$ cat config.mk
export PLATFORM = sky130hd
export DESIGN_NAME = detector_occupancy_tracker_unit_flat
export DESIGN_NICKNAME = d
export VERILOG_FILES = /design/src/design/dot_pkg.sv /design/src/design/dot_if.sv /design/src/design/dot_div.sv /design/src/design/detector_occupancy_tracker_unit.sv /design/src/flat_wrapper.sv
export SDC_FILE = /design/constraint.sdc
export NUM_CORES = 2
export LEC_CHECK = 0
export BUFFER_PORTS_ARGS = -buffer_cell sky130_fd_sc_hd__buf_2
export CAP_MARGIN = 20
export CELL_PAD_IN_SITES_DETAIL_PLACEMENT = 0
export CELL_PAD_IN_SITES_GLOBAL_PLACEMENT = 1
export CORE_ASPECT_RATIO = 1.75
export CORE_MARGIN = 2
export CORE_UTILIZATION = 58
export CTS_CLUSTER_DIAMETER = 80
export DETAILED_ROUTE_END_ITERATION = 10
export HOLD_SLACK_MARGIN = 0.06
export PLACE_DENSITY = 0.95
export SLEW_MARGIN = 40
export SYNTH_ARGS = -nofsm -noshare
export SYNTH_HDL_FRONTEND = slang
export SYNTH_SLANG_ARGS = --single-unit
$ cat constraint.sdc
create_clock -name clk_i -period 20.7 [get_ports clk_i]
set_clock_uncertainty 0.15 [all_clocks]
set_input_delay 5.175 -clock clk_i [delete_from_list [all_inputs] [get_ports clk_i]]
set_output_delay 5.175 -clock clk_i [all_outputs]
set_load 0.005 [all_outputs]
$ cat src/design/dot_pkg.sv
// shared types, constants and helpers for the detector occupancy tracker
// no dependencies; imported by dot_if, dot_div and the top level
package dot_pkg;

  localparam int NumDetectorsDefault = 16;
  localparam int DetW     = 4;
  localparam int CntW     = 16;
  localparam int WinW     = 8;
  localparam int PctW     = 7;
  localparam int FactorW  = 9;
  localparam int MaskW    = 16;
  localparam int NumW     = 15;   // hold * 100 fits here
  localparam int DenW     = 9;    // hold + idle fits here
  localparam int ProdW    = 18;   // factor times signed difference
  localparam int AddrW    = 4;
  localparam int DataW    = 32;

  localparam logic [6:0]         Percent     = 7'd100;
  localparam logic [FactorW-1:0] Q8One       = 9'd256;
  localparam logic [FactorW-1:0] FactorReset = 9'd51;
  localparam logic [WinW-1:0]    WindowReset = 8'd10;

  typedef enum logic [1:0] {
    REG_FAULT_MASK   = 2'd0,
    REG_RISE_FACTOR  = 2'd1,
    REG_FALL_FACTOR  = 2'd2,
    REG_WINDOW_TICKS = 2'd3
  } reg_idx_e;

  typedef struct packed {
    logic            last;
    logic [CntW-1:0] rise_cnt;
    logic [CntW-1:0] fall_cnt;
    logic [WinW-1:0] hold;
    logic [WinW-1:0] idle;
    logic [PctW-1:0] occ;
    logic [PctW-1:0] smooth;
    logic [CntW-1:0] gap;
    logic [CntW-1:0] since_rise;
  } det_entry_t;

  function automatic logic [CntW-1:0] sat_inc16(input logic [CntW-1:0] v);
    return (&v) ? v : v + 1'b1;
  endfunction

  function automatic logic [WinW-1:0] sat_inc8(input logic [WinW-1:0] v);
    return (&v) ? v : v + 1'b1;
  endfunction

endpackage

$ cat src/design/dot_if.sv
// valid/ready channel interfaces for detector ticks and tracker results
// depends on dot_pkg for field widths
interface dot_in_if;
  import dot_pkg::*;
  logic            valid;
  logic            ready;
  logic [DetW-1:0] detector;
  logic            present;

  modport source (output valid, output detector, output present, input ready);
  modport sink   (input valid, input detector, input present, output ready);
endinterface

interface dot_out_if;
  import dot_pkg::*;
  logic            valid;
  logic            ready;
  logic [DetW-1:0] det_id;
  logic            occupied;
  logic [CntW-1:0] rising_count;
  logic [CntW-1:0] falling_count;
  logic [PctW-1:0] occupancy;
  logic [PctW-1:0] smoothed_occupancy;
  logic [CntW-1:0] gap_ticks;
  logic [CntW-1:0] since_rise_ticks;
  logic            window_done;
  logic            skipped_fault;

  modport source (
    output valid, output det_id, output occupied, output rising_count,
    output falling_count, output occupancy, output smoothed_occupancy,
    output gap_ticks, output since_rise_ticks, output window_done,
    output skipped_fault, input ready
  );
  modport sink (
    input valid, input det_id, input occupied, input rising_count,
    input falling_count, input occupancy, input smoothed_occupancy,
    input gap_ticks, input since_rise_ticks, input window_done,
    input skipped_fault, output ready
  );
endinterface

$ cat src/design/dot_div.sv
// iterative restoring divider, one quotient bit per cycle, for the occupancy percent
// depends on dot_pkg; quotient is known to stay below 128
module dot_div
  import dot_pkg::*;
(
  input  logic            clk_i,
  input  logic            rst_ni,
  input  logic            start_i,
  input  logic [NumW-1:0] num_i,
  input  logic [DenW-1:0] den_i,
  output logic            done_o,
  output logic [PctW-1:0] quot_o
);

  localparam int RemW  = NumW + 1;
  localparam int StepW = $clog2(PctW);

  logic             busy_q;
  logic [StepW-1:0] step_q;
  logic [RemW-1:0]  rem_q;
  logic [DenW-1:0]  den_q;
  logic [PctW-1:0]  quot_q;
  logic             done_q;

  logic [RemW-1:0]  shifted;
  logic [RemW:0]    trial;

  assign shifted = RemW'(den_q) << step_q;
  assign trial   = {1'b0, rem_q} - {1'b0, shifted};

  always_ff @(posedge clk_i or negedge rst_ni) begin
    if (!rst_ni) begin
      busy_q <= 1'b0;
      done_q <= 1'b0;
      step_q <= '0;
    end else begin
      done_q <= 1'b0;
      if (start_i) begin
        busy_q <= 1'b1;
        step_q <= StepW'(PctW - 1);
      end else if (busy_q) begin
        if (step_q == '0) begin
          busy_q <= 1'b0;
          done_q <= 1'b1;
        end else begin
          step_q <= step_q - 1'b1;
        end
      end
    end
  end

  // datapath
  always_ff @(posedge clk_i) begin
    if (start_i) begin
      rem_q  <= RemW'(num_i);
      den_q  <= den_i;
      quot_q <= '0;
    end else if (busy_q && !trial[RemW]) begin
      rem_q          <= trial[RemW-1:0];
      quot_q[step_q] <= 1'b1;
    end
  end

  assign done_o = done_q;
  assign quot_o = quot_q;

endmodule

$ cat src/design/detector_occupancy_tracker_unit.sv
// Per-detector loop occupancy tracker. Takes one tick per beat on in_if and returns
// one result beat on out_if; ready drops while a tick is being worked. A tick that
// does not close a window goes through the update and emit states to the output
// register, and the next tick can be taken once the tracker returns to idle. A tick
// that closes one passes an update state, the shared divider that forms
// hold*100/(hold+idle) one quotient bit per cycle, its done pulse, a multiply state
// and an update state for the smoothed value, then the output register. A result
// held by out_if.ready stalls the tracker once the following tick is ready to emit.
// The next tick may be accepted while a result still waits.
// Depends on dot_pkg, dot_if and dot_div.
module detector_occupancy_tracker_unit
  import dot_pkg::*;
#(
  parameter int NumDetectors = NumDetectorsDefault
) (
  input  logic             clk_i,
  input  logic             rst_ni,
  input  logic             psel,
  input  logic             penable,
  input  logic             pwrite,
  input  logic [AddrW-1:0] paddr,
  input  logic [DataW-1:0] pwdata,
  output logic [DataW-1:0] prdata,
  output logic             pready,
  dot_in_if.sink           in_if,
  dot_out_if.source        out_if
);

  localparam int IdxW = (NumDetectors > 1) ? $clog2(NumDetectors) : 1;

  typedef enum logic [2:0] {
    ST_IDLE, ST_UPDATE, ST_DIV, ST_SMOOTH, ST_APPLY, ST_EMIT
  } state_e;

  // configuration registers
  logic [MaskW-1:0]   fault_mask_q;
  logic [FactorW-1:0] rise_factor_q;
  logic [FactorW-1:0] fall_factor_q;
  logic [WinW-1:0]    window_q;
  reg_idx_e           reg_sel;

  assign reg_sel = reg_idx_e'(paddr[3:2]);
  assign pready  = 1'b1;

  always_ff @(posedge clk_i or negedge rst_ni) begin
    if (!rst_ni) begin
      fault_mask_q  <= '0;
      rise_factor_q <= FactorReset;
      fall_factor_q <= FactorReset;
      window_q      <= WindowReset;
    end else if (psel && penable && pwrite) begin
      unique case (reg_sel)
        REG_FAULT_MASK:   fault_mask_q  <= pwdata[MaskW-1:0];
        REG_RISE_FACTOR:  rise_factor_q <= pwdata[FactorW-1:0];
        REG_FALL_FACTOR:  fall_factor_q <= pwdata[FactorW-1:0];
        REG_WINDOW_TICKS: window_q      <= pwdata[WinW-1:0];
        default:          ;
      endcase
    end
  end

  always_comb begin
    unique case (reg_sel)
      REG_FAULT_MASK:   prdata = DataW'(fault_mask_q);
      REG_RISE_FACTOR:  prdata = DataW'(rise_factor_q);
      REG_FALL_FACTOR:  prdata = DataW'(fall_factor_q);
      REG_WINDOW_TICKS: prdata = DataW'(window_q);
      default:          prdata = '0;
    endcase
  end

  // per-detector state
  det_entry_t st_q [NumDetectors];

  state_e            state_q;
  logic [DetW-1:0]   det_q;
  logic              present_q;
  logic              skip_q;
  logic              done_q;
  det_entry_t        ent_q;
  logic signed [ProdW-1:0] prod_q;

  logic              out_valid_q;
  det_entry_t        out_ent_q;
  logic [DetW-1:0]   out_det_q;
  logic              out_done_q;
  logic              out_skip_q;

  // tick update, evaluated in ST_UPDATE
  logic [IdxW-1:0]   idx;
  logic              in_range;
  logic              faulty;
  det_entry_t        cur;
  det_entry_t        upd;
  logic              rise_edge;
  logic              fall_edge;
  logic [DenW-1:0]   total;
  logic              win_full;

  assign idx      = IdxW'(det_q);
  assign in_range = 32'(det_q) < NumDetectors;
  assign faulty   = fault_mask_q[det_q];
  assign cur      = in_range ? st_q[idx] : '0;

  always_comb begin
    upd       = cur;
    rise_edge = present_q && !cur.last;
    fall_edge = !present_q && cur.last;
    if (rise_edge) upd.rise_cnt = sat_inc16(cur.rise_cnt);
    if (fall_edge) upd.fall_cnt = sat_inc16(cur.fall_cnt);
    // an edge restarts its timer, and this tick counts as the first
    upd.since_rise = rise_edge ? CntW'(1) : sat_inc16(cur.since_rise);
    upd.gap        = fall_edge ? CntW'(1) : sat_inc16(cur.gap);
    if (present_q) upd.hold = sat_inc8(cur.hold);
    else           upd.idle = sat_inc8(cur.idle);
    upd.last = present_q;
  end

  assign total    = DenW'(upd.hold) + DenW'(upd.idle);
  assign win_full = total >= DenW'(window_q);

  // divider for the window percent
  logic            div_start;
  logic            div_done;
  logic [PctW-1:0] div_quot;
  logic [NumW-1:0] div_num;

  assign div_start = (state_q == ST_UPDATE) && in_range && !faulty && win_full;
  assign div_num   = NumW'(upd.hold) * NumW'(Percent);

  dot_div u_div (
    .clk_i   (clk_i),
    .rst_ni  (rst_ni),
    .start_i (div_start),
    .num_i   (div_num),
    .den_i   (total),
    .done_o  (div_done),
    .quot_o  (div_quot)
  );

  // smoothing: factor times signed difference
  logic signed [PctW:0]    diff;
  logic [FactorW-1:0]      fsel;
  logic [FactorW-1:0]      fclamp;
  logic signed [ProdW-1:0] prod_d;
  logic signed [ProdW-1:0] step;
  logic signed [PctW+2:0]  sm_sum;
  logic [PctW-1:0]         sm_new;

  assign diff   = $signed({1'b0, ent_q.occ}) - $signed({1'b0, ent_q.smooth});
  assign fsel   = (ent_q.occ > ent_q.smooth) ? rise_factor_q : fall_factor_q;
  assign fclamp = (fsel > Q8One) ? Q8One : fsel;
  assign prod_d = $signed({1'b0, fclamp}) * diff;

  // arithmetic shift gives the floor for negative products
  assign step   = prod_q >>> 8;
  assign sm_sum = $signed({3'b000, ent_q.smooth}) + step[PctW+2:0];

  always_comb begin
    if (sm_sum < 0)                              sm_new = '0;
    else if (sm_sum > $signed({3'b000, Percent})) sm_new = Percent;
    else                                         sm_new = sm_sum[PctW-1:0];
  end

  logic out_free;
  assign out_free = !out_valid_q || out_if.ready;

  always_ff @(posedge clk_i or negedge rst_ni) begin
    if (!rst_ni) begin
      state_q     <= ST_IDLE;
      out_valid_q <= 1'b0;
      det_q       <= '0;
      present_q   <= 1'b0;
      skip_q      <= 1'b0;
      done_q      <= 1'b0;
      ent_q       <= '0;
      prod_q      <= '0;
      out_ent_q   <= '0;
      out_det_q   <= '0;
      out_done_q  <= 1'b0;
      out_skip_q  <= 1'b0;
      for (int i = 0; i < NumDetectors; i++) st_q[i] <= '0;
    end else begin
      if (out_valid_q && out_if.ready && (state_q != ST_EMIT)) out_valid_q <= 1'b0;
      unique case (state_q)
        ST_IDLE: begin
          if (in_if.valid) begin
            det_q     <= in_if.detector;
            present_q <= in_if.present;
            state_q   <= ST_UPDATE;
          end
        end
        ST_UPDATE: begin
          done_q <= 1'b0;
          if (!in_range || faulty) begin
            skip_q  <= 1'b1;
            ent_q   <= cur;
            state_q <= ST_EMIT;
          end else begin
            skip_q  <= 1'b0;
            ent_q   <= upd;
            state_q <= win_full ? ST_DIV : ST_EMIT;
          end
        end
        ST_DIV: begin
          if (div_done) begin
            ent_q.occ <= div_quot;
            state_q   <= ST_SMOOTH;
          end
        end
        ST_SMOOTH: begin
          prod_q  <= prod_d;
          state_q <= ST_APPLY;
        end
        ST_APPLY: begin
          ent_q.smooth <= sm_new;
          ent_q.hold   <= '0;
          ent_q.idle   <= '0;
          done_q       <= 1'b1;
          state_q      <= ST_EMIT;
        end
        ST_EMIT: begin
          if (out_free) begin
            out_valid_q <= 1'b1;
            out_ent_q   <= ent_q;
            out_det_q   <= det_q;
            out_done_q  <= done_q;
            out_skip_q  <= skip_q;
            if (!skip_q) st_q[idx] <= ent_q;
            state_q <= ST_IDLE;
          end
        end
        default: state_q <= ST_IDLE;
      endcase
    end
  end

  assign in_if.ready = (state_q == ST_IDLE);

  assign out_if.valid              = out_valid_q;
  assign out_if.det_id             = out_det_q;
  assign out_if.occupied           = out_ent_q.last;
  assign out_if.rising_count       = out_ent_q.rise_cnt;
  assign out_if.falling_count      = out_ent_q.fall_cnt;
  assign out_if.occupancy          = out_ent_q.occ;
  assign out_if.smoothed_occupancy = out_ent_q.smooth;
  assign out_if.gap_ticks          = out_ent_q.gap;
  assign out_if.since_rise_ticks   = out_ent_q.since_rise;
  assign out_if.window_done        = out_done_q;
  assign out_if.skipped_fault      = out_skip_q;

endmodule
$ cat src/flat_wrapper.sv
// flat-port wrapper written by rule: the top's interface ports become plain ports
module detector_occupancy_tracker_unit_flat import dot_pkg::*;
#(
  parameter int NumDetectors = NumDetectorsDefault
)
  (clk_i, rst_ni, psel, penable, pwrite, paddr, pwdata, prdata, pready, in_if_valid, in_if_detector, in_if_present, in_if_ready, out_if_valid, out_if_det_id, out_if_occupied, out_if_rising_count, out_if_falling_count, out_if_occupancy, out_if_smoothed_occupancy, out_if_gap_ticks, out_if_since_rise_ticks, out_if_window_done, out_if_skipped_fault, out_if_ready);
  dot_in_if in_if_i ();
  dot_out_if out_if_i ();
  input  logic clk_i;
  input  logic rst_ni;
  input  logic psel;
  input  logic penable;
  input  logic pwrite;
  input  logic [AddrW-1:0] paddr;
  input  logic [DataW-1:0] pwdata;
  output logic [DataW-1:0] prdata;
  output logic pready;
  input wire logic [$bits(in_if_i.valid)-1:0] in_if_valid;
  input wire logic [$bits(in_if_i.detector)-1:0] in_if_detector;
  input wire logic [$bits(in_if_i.present)-1:0] in_if_present;
  output wire logic [$bits(in_if_i.ready)-1:0] in_if_ready;
  output wire logic [$bits(out_if_i.valid)-1:0] out_if_valid;
  output wire logic [$bits(out_if_i.det_id)-1:0] out_if_det_id;
  output wire logic [$bits(out_if_i.occupied)-1:0] out_if_occupied;
  output wire logic [$bits(out_if_i.rising_count)-1:0] out_if_rising_count;
  output wire logic [$bits(out_if_i.falling_count)-1:0] out_if_falling_count;
  output wire logic [$bits(out_if_i.occupancy)-1:0] out_if_occupancy;
  output wire logic [$bits(out_if_i.smoothed_occupancy)-1:0] out_if_smoothed_occupancy;
  output wire logic [$bits(out_if_i.gap_ticks)-1:0] out_if_gap_ticks;
  output wire logic [$bits(out_if_i.since_rise_ticks)-1:0] out_if_since_rise_ticks;
  output wire logic [$bits(out_if_i.window_done)-1:0] out_if_window_done;
  output wire logic [$bits(out_if_i.skipped_fault)-1:0] out_if_skipped_fault;
  input wire logic [$bits(out_if_i.ready)-1:0] out_if_ready;
  assign in_if_i.valid = in_if_valid;
  assign in_if_i.detector = in_if_detector;
  assign in_if_i.present = in_if_present;
  assign in_if_ready = in_if_i.ready;
  assign out_if_valid = out_if_i.valid;
  assign out_if_det_id = out_if_i.det_id;
  assign out_if_occupied = out_if_i.occupied;
  assign out_if_rising_count = out_if_i.rising_count;
  assign out_if_falling_count = out_if_i.falling_count;
  assign out_if_occupancy = out_if_i.occupancy;
  assign out_if_smoothed_occupancy = out_if_i.smoothed_occupancy;
  assign out_if_gap_ticks = out_if_i.gap_ticks;
  assign out_if_since_rise_ticks = out_if_i.since_rise_ticks;
  assign out_if_window_done = out_if_i.window_done;
  assign out_if_skipped_fault = out_if_i.skipped_fault;
  assign out_if_i.ready = out_if_ready;
  detector_occupancy_tracker_unit #(.NumDetectors(NumDetectors)) u_core (.clk_i(clk_i), .rst_ni(rst_ni), .psel(psel), .penable(penable), .pwrite(pwrite), .paddr(paddr), .pwdata(pwdata), .prdata(prdata), .pready(pready), .in_if(in_if_i), .out_if(out_if_i));
endmodule
# After elaboration in Yosys (flattened, before gate mapping)
# Index checks and enable logic that the tools add are counted.
word_totals:
  register_bits: 1808
  input_bits: 48
  output_inout_bits: 120
  elab_cells: 315
classes:
  n_addsub: 11
  multipliers: 2
  magnitude_cmp: 10
  eq_ne: 13
  shifts: 1
  muxes: 54
  n_bitwise: 3
  reduce_logical: 40
op_table:
  columns: ["cell", "count"]
  rows:
  - ["$bwmux 1520", 1]
  - ["$bmux 95 s4", 1]
  - ["$demux 95 s4", 1]
  - ["$mux 95", 4]
  - ["$mux 16", 8]
  - ["$pmux 32 s4", 1]
  - ["$add 16x1->16 const B", 4]
  - ["$reduce_and 16->1", 4]
  - ["$mux 8", 4]
  - ["$pmux 16 s2", 1]
  - ["$mux 15", 2]
  - ["$pmux 7 s2", 2]
  - ["$mux 3", 8]
  - ["$mux 7", 3]
  - ["$mul 10x8->18", 1]
  - ["$mux 9", 2]
  - ["$pmux 3 s6", 1]
  - ["$sub 16x16->17", 1]
  - ["$add 8x1->8 const B", 2]
  - ["$reduce_and 2->1", 8]
  - ["$reduce_and 8->1", 2]
  - ["$shl 9x3->16", 1]
  - ["$mul 8x5->13 const B", 1]
  - ["$mux 1", 12]
  - ["other kinds (35)", 59]

# Depth between registers and ports, before layout
logic_depth:
  ltp_word: 12
  depth_mapped: 31
  mapped_depth_nobuf: 29

# Hierarchy
# A second synthesis with hierarchy kept.
unflattened:
  hier_cells: 5789
  area_unflattened_um2: 86465.4
modules_own_cells:
  columns: ["mod", "instances", "cells_per_inst", "area_per_inst_um2", "seq_area_each_um2"]
  rows:
  - ["detector_occupancy_tracker_unit", 1, 5521, 83976.8, 44129.8]
  - ["dot_div", 1, 268, 2488.6, 1006.0]

# Worst setup path after synthesis
# No wires, ideal clock.
synth_path:
  path_type: "input-to-output"
  from: "input paddr[2]"
  to: "output prdata[5]"
  arrival_time_ps: 6351
  required_ps: 15375
  setup_slack_ps: 9024
  cell_stages: 3
  path_cell_list: "clkbuf_1 clkbuf_1 mux4_2"
synth_via:
  elab_chain_len: 2
  word_cells_on_any_way: 5
  classes_between: "eq/ne: 3; mux: 1; reduce/logical: 1"
synth_rtl:
  columns: ["item", "line_no", "rtl"]
  rows:
  - ["start: declaration", "flat_wrapper.sv:14", "input logic [AddrW-1:0] paddr;"]
  - ["$eq 2x2->1, or another cell as far along", "detector_occupancy_tracker_unit.sv:63", "unique case (reg_sel)"]
  - ["$pmux 32 s4 *", "detector_occupancy_tracker_unit.sv:63", null]
  - ["end: declaration", "flat_wrapper.sv:16", "output logic [DataW-1:0] prdata;"]
# Mark *: on every way between the ends. The rest lies on a longest branch, timed or not. The select of a mux whose other input is x is not followed.

# Worst setup path after layout
layout_path:
  from: "input paddr[2]"
  to: "output prdata[3]"
# The elaborated chain is that of the path after synthesis.

==> flow_summary.json <==
{
  "grt_max_degree": 173,
  "cp.required_ns": 15.38,
  "cts.reportedPaths.clkPinSlew_ns": 0.06,
  "p_seq_share_pct": 36.6,
  "critPathSlowestCell": "mux4_2",
  "cts_setup_buffers": 0,
  "ioPinCount": 168,
  "cts_resized": 0,
  "rsz0062_at_grt": "no",
  "synth.distinct_cells": 85,
  "drv_slew": 0,
  "synth_top_family_by_area": "multiplexers",
  "yosysTopAreaCellShare_pct": 51.0,
  "drive_gt1_share_pct": 42.1,
  "cts_tree": "built",
  "hold_path.class": "reg2reg",
  "totalPowerFinal_mw": 11.4,
  "p_leak_nw": 44.8,
  "finish.utilization_pct": 63.6,
  "seq_area_frac_synth_pct": 52.3,
  "synthArstFlopShare_pct": 98.2,
  "synth.most_common_cell": "dfrtp_1",
  "end_kind": "output pin",
  "hold_path_end": "u_core.out_if.smoothed_occupancy[0]",
  "cts_root_buf": "clkbuf_16",
  "rrSetupSlack_ns": 12.33,
  "fin_crit_sh_pct": 55.7,
  "worst_slew_pin_slew_ns": 0.912,
  "hpwl_um": 126000,
  "synth_edf_count": 22,
  "whs_path_depth": 2,
  "syn_area_mm2": 0.0862,
  "gr-usage-all-layers_pct": 28.7,
  "cap_violations": 0,
  "synthAdderAreaFrac_pct": 2.90,
  "ir_worst_vdd_mv": 0.211,
  "reg2reg_depth": 24,
  "fillCellCount": 10300,
  "power_frac_comb_pct": 36.4,
  "fmax_mhz": 86.7,
  "synth.area.top_cells": "dfrtp_1 51%, mux2_2 21%, mux4_2 11%",
  "core_area_mm2": 0.148,
  "dieArea_mm2": 0.152,
  "drt_iter0_drc": 3954,
  "synth_compound_area_share_pct": 3.50,
  "avgSynthCellArea_um2": 14.3,
  "netSwitchingFraction_pct": 36.0,
  "crit_fanout": 15,
  "crit_chain": "buf_2, mux4_2, buf_2",
  "grt_antenna_before_repair": 2,
  "min_period_ns": 11.54,
  "grt.overflow.total": 0,
  "initial_utilization_pct": 58.3,
  "slowest_delay_ns": 0.56,
  "cpMostUsedCell": "buf_2",
  "drc": 0,
  "wl_per_cell_um": 26.4,
  "port_buffers": 132,
  "yosysTopAreaCell": "dfrtp_1",
  "finalNetCount": 6183,
  "ctsHoldBuffers": 0,
  "min_from": "u_core.out_if.smoothed_occupancy[0]",
  "die_y_um": 514,
  "hold_viol_final": 0,
  "clkPwrFrac_pct": 27.1,
  "gp_congestion": 0.858,
  "htree_levels": 4,
  "synthXorXnorAreaFrac_pct": 1.09,
  "p_int_mw": 7.27,
  "cp.arrival_ns": 6.21,
  "crit_type": "in2out",
  "cts_buffers": 160,
  "ys.flop_type": "dfrtp_1",
  "final.setup.tns_ns": 0,
  "reg2reg_to": "u_core.u_div.rem_q[11]",
  "cp-start-kind": "primary input",
  "status": "finished clean",
  "fp.dieW_um": 295,
  "rows": 187,
  "ys_top_cells_by_count": "1758 x dfrtp_1, 1577 x mux2_2, 463 x nand2_1",
  "grt_pass1_vias": 56300,
  "dr.pass1.iters": 8,
  "syn_inst": 6012,
  "ant_nets": 0,
  "power_switching_mw": 4.08,
  "viasPerCell": 6.45,
  "clkLatencyLatePin_ns": 0.79,
  "synth_simple_gate_area_share_pct": 4.59,
  "clock_path_buffers": 3,
  "cts.sinks": 1800,
  "grt_pass1_wl_um": 333000,
  "synth_mux_area_share_pct": 32.3,
  "via_count": 52100,
  "setup_viol": 0,
  "area_delta_synth_final_pct": 8.99,
  "wl_um": 213000,
  "slew_headroom_pct": 39.2,
  "yosys_warnings": 0,
  "r2r-start": "u_core.det_q[0]",
  "power_density_mw_per_mm2": 121,
  "synth-seq-cells": 1800
}
[kinds of logic (layout without fill, tap and decap cells)]
family	after synthesis	count (layout)
AO/OA/AOI/OAI	446	446
XOR/XNOR	107	107
adder cells (fa/ha/maj)	171	171
buffers and inverters	584	646
flip-flops	1800	1800
multiplexers	2043	2043
other	2	19
AND/OR/NAND/NOR	859	859
[flip-flops by register name (all words and copies together) (netlist names), 4 cells and up]
register,flops
u_core.det_q,4
u_core.ent_q,95
u_core.out_if.since_rise_ticks,16
u_core.out_if.rising_count,16
u_core.out_if.occupancy,7
u_core.out_if.gap_ticks,16
u_core.u_div.rem_q,16
u_core.out_if.det_id,4
u_core.rise_factor_q,9
u_core.u_div.den_q,9
u_core.fault_mask_q,16
u_core.prod_q,10
u_core.st_q,1520
u_core.out_if.falling_count,16
u_core.window_q,8
u_core.u_div.quot_o,7
u_core.out_if.smoothed_occupancy,7
u_core.fall_factor_q,9
[critical path: cells and delay by family]
family	cells	cell delay, ns
multiplexers	1	0.56
buffers and inverters	2	0.47
[final cells by class]
class	instances	area, um^2	share of cell area (%)
clock buffers	234	4720	5.02
diodes	2	5.00	0.00533
clock inverters	53	646	0.687
inverters	109	409	0.435
well taps	1984	2480	2.64
flip-flops and latches	1800	45100	48.0
repair buffers	250	2070	2.20
multi-input cells	3643	38500	41.0
[power groups by stage]
stage | sequential, mW | clock (mW) | combinational [mW]
finish | 4.15 | 3.08 | 4.13
CTS | 4.14 | 3.12 | 4.14
detailed placement | 4.21 | 0 | 4.11
global placement | 4.18 | 0 | 3.99
floorplan | 4.00 | 0 | 3.10
global route | 4.19 | 3.25 | 4.56
[layout by cell type, fill, tap and decap left out, types with 77 or more instances in the layout]
| cell | count |
|---|---|
| inv_1 | 106 |
| mux4_2 | 416 |
| o21ai_0 | 123 |
| clkbuf_16 | 166 |
| a22oi_1 | 90 |
| buf_2 | 131 |
| xnor2_1 | 77 |
| dfrtp_1 | 1754 |
| ha_1 | 123 |
| nor2_1 | 95 |
| mux2_2 | 1577 |
| nand2_1 | 463 |
[worst max path at each step]
stage	start	to	slack, ns	cells after the start
after floorplan	paddr[2]	prdata[5]	9.02	3
after global placement	paddr[2]	prdata[2]	9.15	3
after detailed placement	paddr[2]	prdata[2]	9.15	3
after CTS	paddr[2]	prdata[2]	9.15	3
after global routing	paddr[2]	prdata[6]	9.10	3
final	paddr[2]	prdata[3]	9.16	3
[per-stage QoR]
step                      setup WS, ns  instances  hold slack, ns  cell area (um^2)
after floorplan                   9.02       6027           0.287             86300
after detailed placement          9.15       7783           0.308             88500
after global routing              9.10       8074           0.345             94000
final                             9.16       8075           0.318             94000
after global placement            9.15       7767           0.303             88000
after CTS                         9.15       8070           0.324             93900
[layer usage]
| metal | track usage (%) | share of wire [%] |
|---|---|---|
| met5 | 0 | 0 |
| met4 | 13.8 | 4.8 |
| met3 | 3.89 | 5.2 |
| met2 | 49.8 | 52 |
| met1 | 35.4 | 38 |
Power figures use the tool's default switching activity.
